==> config.mk <==
export PLATFORM = sky130hd
export DESIGN_NAME = pmu_front
export DESIGN_NICKNAME = d
export VERILOG_FILES = /design/src/rtl/pmu_pkg.sv /design/src/rtl/pmu_fifo.sv /design/src/rtl/pmu_front.sv
export SDC_FILE = /design/constraint.sdc
export NUM_CORES = 1
export LEC_CHECK = 0
export CORE_MARGIN = 8
export CORE_UTILIZATION = 40
export CTS_CLUSTER_SIZE = 16
export DETAILED_ROUTE_END_ITERATION = 7
export DONT_BUFFER_PORTS = 1
export GPL_ROUTABILITY_DRIVEN = 0
export GPL_TIMING_DRIVEN = 0
export HOLD_SLACK_MARGIN = 0.15
export MAX_ROUTING_LAYER = met4
export PLACE_DENSITY = 0.57
export SLEW_MARGIN = 30
export SYNTH_ARGS = -nofsm -noshare
export SYNTH_HDL_FRONTEND = slang
export SYNTH_SLANG_ARGS = --single-unit
==> constraint.sdc <==
create_clock -name clock -period 16.3 [get_ports clock]
set_input_delay 3.26 -clock clock [delete_from_list [all_inputs] [get_ports clock]]
set_output_delay 3.26 -clock clock [all_outputs]
set_load 0.01 [all_outputs]
==> src/rtl/pmu_pkg.sv <==
// ----------------------------------------------------------------------------
// pmu_pkg: shared types and constants of the particle motion block
// Command codes, register indexes, the sequencer states, the command queue
// entry, the particle table entry and the result item.
// ----------------------------------------------------------------------------
`timescale 1ns / 1ps

package pmu_pkg;

   localparam logic [31:0] RISE = 32'h0064_0000;  // 100.0 in Q16.16
   localparam logic [30:0] AGE_MAX = 31'h7FFF_FFFF;

   typedef enum logic [1:0] {
      CMD_LOAD   = 2'd0,
      CMD_SPREAD = 2'd1,
      CMD_DROP   = 2'd2,
      CMD_DIAG   = 2'd3
   } cmd_code_type;

   typedef enum logic [2:0] {
      CSR_PIVOT_X  = 3'd0,
      CSR_PIVOT_Y  = 3'd1,
      CSR_PIVOT_Z  = 3'd2,
      CSR_LOOP_EN  = 3'd3,
      CSR_IN_USE   = 3'd4
   } csr_index_type;

   typedef enum logic [3:0] {
      ST_IDLE,
      ST_FETCH,
      ST_SCALE,
      ST_SQUARE,
      ST_ROOT,
      ST_DIVIDE,
      ST_APPLY,
      ST_MOVE,
      ST_COMMIT
   } state_type;

   typedef struct packed {
      logic signed [31:0] pivot_x;
      logic signed [31:0] pivot_y;
      logic signed [31:0] pivot_z;
      logic               loop_enable;
      logic [6:0]         in_use;
   } cfg_type;

   typedef struct packed {
      cmd_code_type       op;
      logic [5:0]         slot;
      logic signed [31:0] start_x;
      logic signed [31:0] start_y;
      logic signed [31:0] start_z;
      logic signed [31:0] speed;
      logic [30:0]        limit;
      logic [30:0]        dt;
      logic signed [31:0] box_min_x;
      logic signed [31:0] box_min_z;
      logic signed [31:0] box_max_x;
      logic signed [31:0] box_max_z;
   } cmd_type;

   typedef struct packed {
      logic signed [31:0] cur_x;
      logic signed [31:0] cur_y;
      logic signed [31:0] cur_z;
      logic signed [31:0] org_x;
      logic signed [31:0] org_y;
      logic signed [31:0] org_z;
      logic signed [31:0] speed;
      logic [30:0]        age;
      logic [30:0]        limit;
   } ent_type;

   typedef struct packed {
      logic [5:0]         index;
      logic signed [31:0] pos_x;
      logic signed [31:0] pos_y;
      logic signed [31:0] pos_z;
      logic [30:0]        life;
      logic               last;
   } rsp_type;

endpackage

==> src/rtl/pmu_fifo.sv <==
// ----------------------------------------------------------------------------
// pmu_fifo: two-entry queue
// Decouples producer and consumer; full and empty decode a registered count.
// ----------------------------------------------------------------------------
`timescale 1ns / 1ps

module pmu_fifo #(
   parameter int WIDTH = 8
) (
   input  logic             clock,
   input  logic             reset,
   input  logic             push,
   input  logic [WIDTH-1:0] wdata,
   output logic             full,
   input  logic             pop,
   output logic [WIDTH-1:0] rdata,
   output logic             empty
);

   logic [WIDTH-1:0] entry_ff [2];
   logic             wr_ptr_ff;
   logic             rd_ptr_ff;
   logic [1:0]       count_ff;
   logic             do_push;
   logic             do_pop;

   assign full    = (count_ff == 2'd2);
   assign empty   = (count_ff == 2'd0);
   assign rdata   = entry_ff[rd_ptr_ff];
   assign do_push = push && !full;
   assign do_pop  = pop && !empty;

   always_ff @(posedge clock) begin
      if (reset) begin
         wr_ptr_ff <= 1'b0;
         rd_ptr_ff <= 1'b0;
         count_ff  <= 2'd0;
      end else begin
         if (do_push) wr_ptr_ff <= !wr_ptr_ff;
         if (do_pop) rd_ptr_ff <= !rd_ptr_ff;
         if (do_push && !do_pop) count_ff <= count_ff + 2'd1;
         else if (do_pop && !do_push) count_ff <= count_ff - 2'd1;
      end
   end

   always_ff @(posedge clock) begin
      if (do_push) entry_ff[wr_ptr_ff] <= wdata;
   end

endmodule

==> src/rtl/pmu_front.sv <==
// ----------------------------------------------------------------------------
// pmu_front: command intake
// Decodes incoming items, drops loads aimed past the table and queues the
// rest for the engine.
// ----------------------------------------------------------------------------
`timescale 1ns / 1ps

module pmu_front import pmu_pkg::*; #(
   parameter int MAX_PARTICLES = 64
) (
   input  logic               clock,
   input  logic               reset,
   input  logic [1:0]         req_command,
   input  logic [5:0]         req_slot,
   input  logic signed [31:0] req_start_x,
   input  logic signed [31:0] req_start_y,
   input  logic signed [31:0] req_start_z,
   input  logic signed [31:0] req_move_speed,
   input  logic [30:0]        req_life_limit,
   input  logic [30:0]        req_time_step,
   input  logic signed [31:0] req_box_min_x,
   input  logic signed [31:0] req_box_min_z,
   input  logic signed [31:0] req_box_max_x,
   input  logic signed [31:0] req_box_max_z,
   input  logic               req_push,
   output logic               req_full,
   output cmd_type            cmd,
   output logic               cmd_valid,
   input  logic               cmd_pop
);

   cmd_type                    cmd_in;
   logic                       keep;
   logic                       cmd_empty;
   logic [$bits(cmd_type)-1:0] cmd_raw;

   always_comb begin
      cmd_in.op        = cmd_code_type'(req_command);
      cmd_in.slot      = req_slot;
      cmd_in.start_x   = req_start_x;
      cmd_in.start_y   = req_start_y;
      cmd_in.start_z   = req_start_z;
      cmd_in.speed     = req_move_speed;
      cmd_in.limit     = req_life_limit;
      cmd_in.dt        = req_time_step;
      cmd_in.box_min_x = req_box_min_x;
      cmd_in.box_min_z = req_box_min_z;
      cmd_in.box_max_x = req_box_max_x;
      cmd_in.box_max_z = req_box_max_z;
      keep = !(cmd_in.op == CMD_LOAD && 32'(req_slot) >= MAX_PARTICLES);
   end

   pmu_fifo #(.WIDTH($bits(cmd_type))) u_cmd_queue (
      .clock (clock),
      .reset (reset),
      .push  (req_push && keep),
      .wdata (cmd_in),
      .full  (req_full),
      .pop   (cmd_pop),
      .rdata (cmd_raw),
      .empty (cmd_empty)
   );

   assign cmd       = cmd_raw;
   assign cmd_valid = !cmd_empty;

endmodule

Yosys cells after proc, flatten, opt, wreduce, memory -nomap -nowiden
Memory sizes are Yosys's and may differ from the RTL's. A register that Yosys moved wholly into a read port is not among the register bits.
Index checks and enable logic that the tools add are counted.
{"block": "classes", "reduce_logical": 12, "n_addsub": 2, "mux": 6, "n_eq_ne": 1}
{"cell": "1-bit logical NOT", "n": 6}
{"cell": "1-bit logical AND", "n": 4}
{"cell": "1-bit 2-to-1 mux", "n": 4}
{"cell": "2-bit 2-to-1 mux", "n": 2}
{"cell": "2-bit by 1-bit adder with 2-bit output (second input constant)", "n": 1}
{"cell": "2-bit == test (second input constant)", "n": 1}
{"cell": "2-bit logical NOT", "n": 1}
{"cell": "2-bit nonzero test", "n": 1}
{"cell": "2-bit by 1-bit subtractor with 2-bit output (second input constant)", "n": 1}
{"block": "word_totals", "output_inout_bits": 328, "input_bits": 330, "n_memories": 1, "regBits": 4, "ramBits": 652}
{"name": "u_cmd_queue.entry_ff", "depth": 2, "width": 326, "rd": 1, "rd_clocked_by_memory_dff": 1, "wr": 1, "line": "pmu_fifo.sv:20", "source": "logic [WIDTH-1:0] entry_ff [2];"}

Logic depth before layout (Yosys ltp)
Gate-level depths: netlist (run 1).
{"block": "logic_depth", "ltp_word": 7, "mapped_depth": 6, "depth_no_buf": 6}

Hierarchy
Synthesis (run 1) repeated with hierarchy kept, for this count alone.
{"block": "unflattened", "hier_cells": 1040, "hier_area_um2": 24277.0}
{"mod": "pmu_fifo", "area_each_um2": 24273.3, "instances": 1, "cells_each": 1039}
{"mod": "pmu_front", "area_each_um2": 3.8, "instances": 1, "cells_each": 1}

Worst setup path before layout (run 1)
Ideal clock, no wire load.
{"block": "synth_path", "path_type": "input port to flip-flop", "startpoint": "input req_push", "endpoint": "memory u_cmd_queue.entry_ff[1][0] (netlist bit), enable pin", "required_ns": 15.569, "slack_ns": 4.732, "path_stages": 3, "arrival_time_ns": 10.837, "path_buffers": 0, "path_cell_list": "inv_1 nor2_1 and2_1"}
{"block": "synth_via", "elab_chain_cells": 3}
{"element": "start: declaration", "line": "pmu_front.sv:25", "source": "input logic req_push,"}
{"element": "1-bit logical AND", "line": "pmu_fifo.sv:30", "source": "assign do_push = push && !full;"}
{"element": "1-bit 2-to-1 mux", "line": "pmu_fifo.sv:47", "source": "if (do_push) entry_ff[wr_ptr_ff] <= wdata;"}
{"element": "1-bit 2-to-1 mux (implied by the code)", "line": "pmu_fifo.sv:47"}
{"element": "end: declaration", "line": "pmu_fifo.sv:20"}
Every way passes these cells.

==> key figures, run 1 <==
Synthesis
  – Mapped Nets: 1370
  – Mapped Area: 24300 um^2
  – EDFF count, synth: 652
  – Post-Synthesis Cells: 1039
  – Yosys top cell by area: edfxtp_1
  – Seq/Total Area, Yosys: 81.1%
  – Most common cell in the netlist: edfxtp_1
  – Most common flop cell mapped by yosys: edfxtp_1
  – Post-synth top cells: edfxtp_1, mux2_2, mux2_4, buf_2, buf_6
  – Distinct cell type count of the synthesized netlist: 17
  – Synth Warn #: 0
  – Mean post-synth cell area: 23.4 um^2
  – Share of the synthesized area in the top cell type: 80.7%
  – Asr flop ratio synth: 0%
  – Top post-synthesis cells by area: edfxtp_1, mux2_4, mux2_2
  – Synth Register Bits: 657

Global route
  – First-pass GRT wire length: 77900 um
  – Gr usage total: 16.1%
  – Antenna violations before repair: 3
  – Total gr overflow: 0
  – Largest net degree at the start of global routing: 87
  – Vias in the first global route: 10400

Route
  – DRC viols: 0
  – First-pass DRT Iterations: 5
  – DRT Wirelength: 56100 um
  – Vias/cell: 5.06
  – Iteration-0 DRC Markers: 677
  – Via Count: 9926
  – Wirelength per Cell: 28.6 um
  – Final ANT Viol Nets: 0

Timing
  – Post-route setup TNS: 0 ns
  – Max Transition Viols Final: 0
  – Highest Clock Rate: 188 MHz
  – Hold Slack: 0.493 ns
  – Final min period: 5.31 ns
  – Final Skew: 0.0224 ns
  – Final hold violations: 0
  – Crit share post-route: 32.6%
  – Worst slew pin tran: 0.498 ns
  – RSZ-0062 raised after global routing: false
  – Final setup viols: 0
  – Relative slew slack: 66.8%

Placement
  – IO buf count: 0
  – Hpwl dp: 41300 um
  – Area post-placement: 25600 um^2

Floorplanning
  – Width of the die: 262 um
  – Core area: 60100 um^2
  – Die height: 262 um
  – Starting density of the core: 40.4%
  – Site Rows: 90
  – DIE AREA: 68800 um^2
  – IO Count: 658

Power and ir drop
  – Peak supply drop: 111 uV
  – Net Switching: 1290 uW
  – Sw frac: 27.5%
  – Logic pwr share: 22.6%
  – Clk pwr share: 31.3%
  – P_leak: 0.00925 uW
  – PwrDens: 169 nW/um^2
  – P_int: 3410 uW
  – Flop pwr share: 46.1%

Critical path
  – Most used cell, CP: buf_2
  – Crit path kind: reg2out
  – CP max FO: 10
  – Arrival time worst endpoint: 2.05 ns
  – Endpoint class of the critical path: primary output
  – RR Endpoint: u_cmd_queue.entry_ff[0][243]$_DFFE_PP_
  – CP cell instances: buf_2 -> buf_2 -> mux2_2
  – Slowest library cell on the worst path: mux2_2
  – R2R setup slack: 13.51 ns
  – CP Launch Type: flop
  – R2R depth: 6
  – Worst EP required: 13.04 ns
  – Critical path's largest stage delay: 0.45 ns
  – RR Startpoint: u_cmd_queue.count_ff[0]$_SDFFE_PP0P_

CTS
  – Post-CTS setup buffer count: 0
  – Root Driver: clkbuf_16
  – CTS tree: yes
  – Clock sink total: 657
  – Clock buffer count from CTS: 69
  – CTS H-Tree Depth: 3
  – Post-cts sizing count: 0
  – Worst-skew pair later-pin latency: 0.59 ns
  – Post-cts hold buffer count: 0
  – Longest Clk Path Bufs: 3
  – Clock-pin transition on the worst setup and hold timing paths: 0.06 ns

Finish
  – Fraction of final layout cells with drive strength greater than 1: 40.3%
  – Synth-to-Final Area Change: 14.2%
  – Post-route cell area: 27700 um^2
  – Fin util: 46.1%
  – Fin nets: 1453

Min path
  – Hold path depth: 2
  – Hold WC Path Type: reg2reg
  – HP Start: u_cmd_queue.rd_ptr_ff$_SDFFE_PP0P_

Run status
  – Status: completed

Run
  – Max-capacitance violation count: 0
layout by cell type, fill, tap and decap left out, types with 2 or more instances in the layout:
cell type   count
o21ai_0         3
nor2_1          4
mux2_4        140
inv_8           2
edfxtp_1      652
buf_2          19
or3_1           2
dfxtp_1         5
clkbuf_1       14
clkinv_1       12
clkinv_8        3
clkinv_2       12
bufinv_16       4
buf_16          9
diode_2         9
clkbuf_16      70
buf_12          3
buf_6          16
mux2_2        186
clkinvlp_4      2
xor2_1          3
a21oi_1         2
worst max-delay path by stage:
stage	startpoint	end	slack, ns	cells after the start
after global routing	flop	cmd[125]	10.85	3
final	flop	cmd[125]	10.99	3
after floorplan	req_push	u_cmd_queue.entry_ff[1][0]$_DFFE_PP_	4.73	3
after CTS	flop	cmd[125]	10.87	3
after detailed placement	req_push	u_cmd_queue.entry_ff[0][2]$_DFFE_PP_	10.72	6
after global placement	req_push	u_cmd_queue.entry_ff[1][2]$_DFFE_PP_	0.33	3
metrics by stage:
| step | std cells | total power, uW | setup WS (ns) |
|---|---|---|---|
| floorplan | 1039 | 3070 | 4.73 |
| global placement | 1821 | 3400 | 0.329 |
| detailed placement | 1833 | 3300 | 10.72 |
| CTS | 1954 | 4790 | 10.87 |
| global route | 1960 | 4890 | 10.85 |
| finish | 1963 | 4700 | 10.99 |
power groups by stage:
stage / sequential, uW / clock, uW / combinational (uW)
final: 2170 / 1470 / 1060
after global placement: 2340 / 0 / 1060
after floorplan: 2270 / 0 / 792
after global routing: 2180 / 1580 / 1130
after detailed placement: 2200 / 0 / 1100
after CTS: 2170 / 1520 / 1100
routing by layer:
| layer | up-vias | wire length [um] | GRT usage (%) |
|---|---|---|---|
| li1 | 4345 | - | - |
| met2 | 404 | 30200 | 28.4 |
| met4 | 0 | 1330 | 5.13 |
| met5 | - | 0 | - |
| met3 | 80 | 6500 | 8.25 |
| met1 | 5097 | 18100 | 14.9 |
area by class of cell:
class	instances	area (um^2)
timing repair buffer	12	308
antenna	9	22.5
clock inverter	36	318
tap	782	978
multi-input combinational	344	4310
inverter	2	15.0
sequential	657	19700
fill	5041	32400
buffer	36	283
clock buffer	85	1820
cell families (layout without fill, tap and decap cells):
group,count (synthesis),in the layout,share of synthesized area [%]
buffers and inverters,38,171,1.20
muxes,326,326,17.3
AOI/OAI and AO/OA,5,5,0.103
and+or+nand+nor,9,9,0.191
DFF,657,657,81.1
xor gates and xnor gates,3,3,0.108
adders and majority gates,1,1,0.0515
other,0,9,0
state kept, by name (all words and copies together), names as in the netlist, named ones only:
signal,cells
u_cmd_queue.wr_ptr_ff,1
u_cmd_queue.count_ff,2
u_cmd_queue.entry_ff,652
u_cmd_queue.rd_ptr_ff,1
worst max-delay path, delay by kind of cell, from the launching register on:
kind / cells / cell delay, ns
buf+inv: 2 / 0.68
mux: 1 / 0.45
flops: 1 / 0.32
Power figures use the tool's default switching activity.
==> inputs of run 2 (changes only) <==
Clock period 16.3 ns to 5.5 ns, I/O delays scaled along.
==> run 2 against run 1 <==
Core utilization rose by 0.50 points. Worst setup slack got worse by 8.6 ns. Final area rose by 1.1%. Final cell count rose by 0.56%. Clock power rose to 3.1 times the previous value. Sequential power rose to 3.0 times the previous value. Via count rose by 0.55%. Routed wire length rose by 0.49%. Global-route usage rose by 0.10 points.
==> key figures, run 2 (synthesis results as in run 1) <==
Route
  – Vias/cell: 5.06 (about the same)
  – Iteration-0 DRC Markers: 512 (-24%)
  – DRT Wirelength: 56400 um (+0.49%)
  – Via Count: 9981 (+0.55%)
  – Final ANT Viol Nets: 0 (unchanged)
  – First-pass DRT Iterations: 4 (-1)
  – DRC viols: 0 (unchanged)
  – Wirelength per Cell: 28.6 um (about the same)

Finish
  – Largest register by flop count: u_cmd_queue.entry_ff
  – Synth-to-Final Area Change: 15.5%
  – Largest regs: u_cmd_queue.entry_ff: 652 flops, u_cmd_queue.count_ff: 2 flops
  – Most frequent cells in the layout: edfxtp_1, mux2_2, mux2_4
  – Fin nets: 1464 (+0.76%)
  – Fin util: 46.6% (+0.50 points)
  – Fraction of final layout cells with drive strength greater than 1: 40.8% (+0.52 points)
  – Max reg flops: 652 (unchanged)
  – Most common cell after layout, fill and taps aside: edfxtp_1

Power and ir drop
  – Net Switching: 3890 uW (+200%)
  – Peak supply drop: 319 uV (+190%)
  – Logic pwr share: 22.7% (about the same)
  – P_leak: 0.00938 uW (+1.4%)
  – Clk pwr share: 32.3% (+1.0 points)
  – Sw frac: 27.3% (-0.25 points)
  – PwrDens: 509 nW/um^2 (+200%)
  – Flop pwr share: 45.0% (-1.1 points)
  – P_int: 10400 uW (+200%)

CTS
  – Clock buffer count from CTS: 70 (+1.4%)
  – CTS tree: yes
  – Clock-pin transition on the worst setup and hold timing paths: 0.06 ns (about the same)
  – Post-cts sizing count: 0 (unchanged)
  – Clock sink total: 657 (unchanged)
  – Post-cts hold buffer count: 0 (unchanged)
  – CTS H-Tree Depth: 3 (unchanged)
  – Worst-skew pair later-pin latency: 0.58 ns (about the same)
  – Post-CTS setup buffer count: 0 (unchanged)
  – Root Driver: clkbuf_16
  – Longest Clk Path Bufs: 3 (unchanged)

Critical path
  – CP bufs+invs: 2 (unchanged)
  – Crit path kind: reg2out
  – Stages on worst setup path: 3 (unchanged)
  – Most used cell, CP: buf_2
  – CP max FO: 10 (unchanged)
  – Worst EP required: 4.40 ns (-8.64 ns)
  – CP cell instances: buf_2 -> buf_2 -> mux2_2
  – CP Launch Type: flop
  – Endpoint class of the critical path: primary output
  – Critical path's largest stage delay: 0.47 ns (+0.02 ns)
  – Slowest library cell on the worst path: mux2_2
  – CP delay by family, top: buffers and inverters
  – R2R setup slack: 2.94 ns (-10.57 ns)
  – Arrival time worst endpoint: 2.05 ns (about the same)
  – R2R depth: 7 (+1)

Floorplanning
  – Die height: 262 um (unchanged)
  – Starting density of the core: 40.4% (unchanged)
  – Width of the die: 262 um (unchanged)
  – DIE AREA: 68800 um^2 (unchanged)
  – Core area: 60100 um^2 (unchanged)
  – Site Rows: 90 (unchanged)
  – IO Count: 658 (unchanged)

Timing
  – RSZ-0062 raised after global routing: false
  – Crit share post-route: 57.3%
  – Highest Clock Rate: 317 MHz
  – Max Transition Viols Final: 0 (unchanged)
  – Final setup viols: 0 (unchanged)
  – Final hold violations: 0 (unchanged)
  – Final min period: 3.15 ns
  – Worst slew pin tran: 0.599 ns (+0.101 ns)
  – Relative slew slack: 60.0% (-6.8 points)
  – Setup WS post-layout: 2.35 ns (-8.65 ns)
  – Final Skew: 0.0196 ns (-0.00277 ns)

Global route
  – Vias in the first global route: 10600 (+1.3%)
  – Antenna violations before repair: 2 (-1)
  – Total gr overflow: 0 (unchanged)
  – First-pass GRT wire length: 78500 um (+0.85%)
  – Gr usage total: 16.2% (+0.10 points)
  – Largest net degree at the start of global routing: 44 (-49%)

Run status
  – Status: completed

Min path
  – Hold WC Path Type: reg2reg
  – Hold path depth: 2 (unchanged)

Run
  – Max-capacitance violation count: 0 (unchanged)

Placement
  – Hpwl dp: 42200 um (+2.3%)
  – IO buf count: 0 (unchanged)
  – Post-Place Worst Slack: 2.47 ns (-8.25 ns)
==> run 2: cell count changes in the layout (fill, tap and decap cells not counted), sizes merged <==
cell,delta
buf,+10
clkinv,+4
inv,-2
clkbuf,+2
diode,-6
bufinv,+3
==> run 2: worst reg2reg max path: cells and delay by family (launching register included) <==
kind	cells	cell delay, ns
buf+inv	5	1.15
simple gates	2	0.78
flops	1	0.36
==> run 2: power by group through the flow <==
stage / sequential, uW / clock (uW) / combinational, uW
after floorplan: 6610 / 0 / 2350
after global placement: 6720 / 0 / 3170
after detailed placement: 6520 / 0 / 3350
after CTS: 6410 / 4740 / 3360
after global routing: 6460 / 4920 / 3430
final: 6410 / 4600 / 3240
==> run 2: cell type report <==
cell class,instances,area (um^2)
Clock buffer,87,1880
Tap cell,782,978
Inverter,2,23.8
Sequential cell,657,19700
Clock inverter,41,398
Timing Repair Buffer,22,470
Buffer,36,283
Multi-Input combinational cell,344,4310
Fill cell,5005,32100
Antenna cell,3,7.51
==> run 2: worst paths after layout <==
path / from / end
setup / recovery: flop / cmd[79]
hold / removal: u_cmd_queue.wr_ptr_ff$_SDFFE_PP0N_ / u_cmd_queue.wr_ptr_ff$_SDFFE_PP0N_
setup reg to reg: u_cmd_queue.count_ff[1]$_SDFFE_PP0P_ / u_cmd_queue.entry_ff[0][246]$_DFFE_PP_
hold reg to reg: u_cmd_queue.wr_ptr_ff$_SDFFE_PP0N_ / u_cmd_queue.wr_ptr_ff$_SDFFE_PP0N_
==> run 2: layer usage <==
metal	GRT usage, %	part of all wire (%)	routed length (um)	vias up
met3	8.50	12	6580	79
met2	28.4	53	30100	436
met4	5.74	2.8	1590	0
met5	-	0	0	-
li1	-	-	-	4347
met1	14.8	32	18100	5119
==> run 2: through the flow <==
| step | cells | power (uW) | instance area (um^2) | TNS [ns] | hold WS [ns] |
|---|---|---|---|---|---|
| 2_1_floorplan | 1039 | 8970 | 24300 | -332.79 | 0.461 |
| 3_3_place_gp | 1821 | 9900 | 25300 | -1320.58 | 0.490 |
| 3_5_place_dp | 1843 | 9870 | 25700 | 0 | 0.489 |
| 4_1_cts | 1971 | 14500 | 28000 | 0 | 0.498 |
| 5_1_grt | 1974 | 14800 | 28000 | 0 | 0.538 |
| 6_report | 1974 | 14300 | 28000 | 0 | 0.496 |
==> inputs of run 3 (changes only) <==
Clock period 5.5 ns to 2.96 ns, I/O delays scaled along.
==> run 3 against run 2 <==
Core utilization grew 5.4 points. Sequential share of layout area shrank 7.2 points. Clock power grew 78%. Sequential power grew 86%.
==> key figures, run 3 (synthesis results as in run 1) <==
Run status
  – Status: completed

Route
  – DRT Wirelength: 59000 um (+4.7%)
  – Final ANT Viol Nets: 0 (unchanged)
  – Wirelength per Cell: 25.6 um (-10%)
  – DRC viols: 0 (unchanged)
  – First-pass DRT Iterations: 5 (+1)
  – Via Count: 11300 (+13%)
  – Iteration-0 DRC Markers: 691 (+35%)
  – Vias/cell: 4.90 (-3.1%)

Floorplanning
  – Width of the die: 262 um (unchanged)
  – Core area: 60100 um^2 (unchanged)
  – IO Count: 658 (unchanged)
  – DIE AREA: 68800 um^2 (unchanged)
  – Site Rows: 90 (unchanged)
  – Die height: 262 um (unchanged)
  – Starting density of the core: 40.4% (unchanged)

CTS
  – Clock buffer count from CTS: 69 (-1.4%)
  – CTS H-Tree Depth: 3 (unchanged)
  – CTS tree: yes
  – Post-cts sizing count: 0 (unchanged)
  – Root Driver: clkbuf_16
  – Clock-pin transition on the worst setup and hold timing paths: 0.06 ns (about the same)
  – Clock sink total: 657 (unchanged)
  – Post-cts hold buffer count: 327 (+327)
  – Post-CTS setup buffer count: 0 (unchanged)
  – Worst-skew pair later-pin latency: 0.60 ns (+0.02 ns)
  – Longest Clk Path Bufs: 3 (unchanged)

Power and ir drop
  – P_leak: 0.0107 uW (+14%)
  – Overall Power: 26600 uW (+87%)
  – PwrDens: 851 nW/um^2 (+67%)
  – Peak supply drop: 618 uV (+94%)

Finish
  – Storage cell area: 19700 um^2 (unchanged)
  – Multi-input gate area: 4320 um^2 (+0.17%)
  – Synth-to-Final Area Change: 28.8%
  – Fin util: 52.0% (+5.4 points)
  – Max reg flops: 652 (unchanged)
  – Fraction of final layout cells with drive strength greater than 1: 32.0% (-8.8 points)
  – Largest register by flop count: u_cmd_queue.entry_ff
  – Fill cells: 4773 (-4.6%)
  – Most frequent cells in the layout: edfxtp_1, dlygate4sd3_1, mux2_2
  – Post-route cell area: 31300 um^2 (+11%)
  – Most common cell after layout, fill and taps aside: edfxtp_1
  – Largest regs: u_cmd_queue.entry_ff: 652 flops, u_cmd_queue.count_ff: 2 flops
  – Fin nets: 1791 (+22%)

Critical path
  – Arrival time worst endpoint: 2.03 ns (-0.02 ns)
  – Crit path kind: reg2out
  – R2R setup slack: 0.42 ns (-2.52 ns)
  – Worst EP required: 2.37 ns (-2.03 ns)
  – CP Launch Type: flop
  – Endpoint class of the critical path: primary output
  – CP max FO: 11 (+1)

Min path
  – Hold WC Path Type: in2reg

Timing
  – Worst slew pin tran: 0.389 ns (-0.210 ns)
  – Final setup viols: 0 (unchanged)
  – Max Transition Viols Final: 0 (unchanged)
  – Relative slew slack: 74.0% (+14 points)
  – Hold Slack: 0.262 ns (-0.234 ns)
  – Highest Clock Rate: 382 MHz
  – RSZ-0062 raised after global routing: false
  – Crit share post-route: 88.5%
  – Final min period: 2.62 ns
  – Setup WS post-layout: 0.339 ns (-2.01 ns)
  – Final hold violations: 0 (unchanged)
  – Final Skew: 0.0207 ns (+0.00107 ns)

Global route
  – Largest net degree at the start of global routing: 47 (+6.8%)
  – Antenna violations before repair: 8 (+6)
  – Vias in the first global route: 12300 (+16%)
  – First-pass GRT wire length: 84000 um (+6.9%)
  – Total gr overflow: 0 (unchanged)
  – Gr usage total: 16.9% (+0.69 points)

Run
  – Max-capacitance violation count: 0 (unchanged)

Placement
  – Hpwl dp: 43000 um (+1.8%)
  – IO buf count: 0 (unchanged)
  – Post-Place Worst Slack: 0.330 ns (-2.14 ns)
  – Area post-placement: 25800 um^2 (+0.19%)
[run 3: layout make-up]
type                       count  share of cell area [%]
timing repair buffer         350                    12.1
sequential                   657                    63.0
inverter                       2                  0.0761
clock buffer                  86                    5.90
buffer                        36                   0.905
tap                          782                    3.13
antenna                       11                  0.0881
clock inverter                35                    1.00
multi-input combinational    344                    13.8
[run 3: path summary, 6_finish.rpt]
kind                                              from                                endpoint  cells past startpoint
setup reg to reg  u_cmd_queue.count_ff[0]$_SDFFE_PP0P_  u_cmd_queue.entry_ff[1][288]$_DFFE_PP_                      7
hold / removal                                req_push      u_cmd_queue.wr_ptr_ff$_SDFFE_PP0N_                      3
setup / recovery                                  flop                                cmd[185]                      4
hold reg to reg     u_cmd_queue.wr_ptr_ff$_SDFFE_PP0N_      u_cmd_queue.wr_ptr_ff$_SDFFE_PP0N_                      2
[run 3: worst max-delay path: stages, from the launching register on]
cell and delay [ns]:
dfxtp_1 0.32, buf_4 0.25, buf_6 0.25, buf_6 0.23, mux2_4 0.37
[run 3: routing by layer]
metal	routed length [um]	share of wire (%)	track usage (%)	vias to the layer above
li1	-	-	-	5017
met1	20900	35	16.9	5729
met2	31600	54	30.1	441
met3	4850	8.2	6.36	101
met4	1660	2.8	5.55	0
met5	0	0	-	-
[run 3: where the power goes]
group          leakage (uW)  internal (uW)  switching [uW]
logic               0.00353           2800            3720
clock network       0.00105           4710            3460
registers           0.00613          11700             254
total                0.0107          19200            7430
[run 3: stage by stage]
stage / instances / TNS (ns)
after global placement: 1821 / -2607.71
final: 2303 / 0
after floorplan: 1039 / -1163.57
after global routing: 2300 / 0
after detailed placement: 1844 / 0
after CTS: 2292 / 0
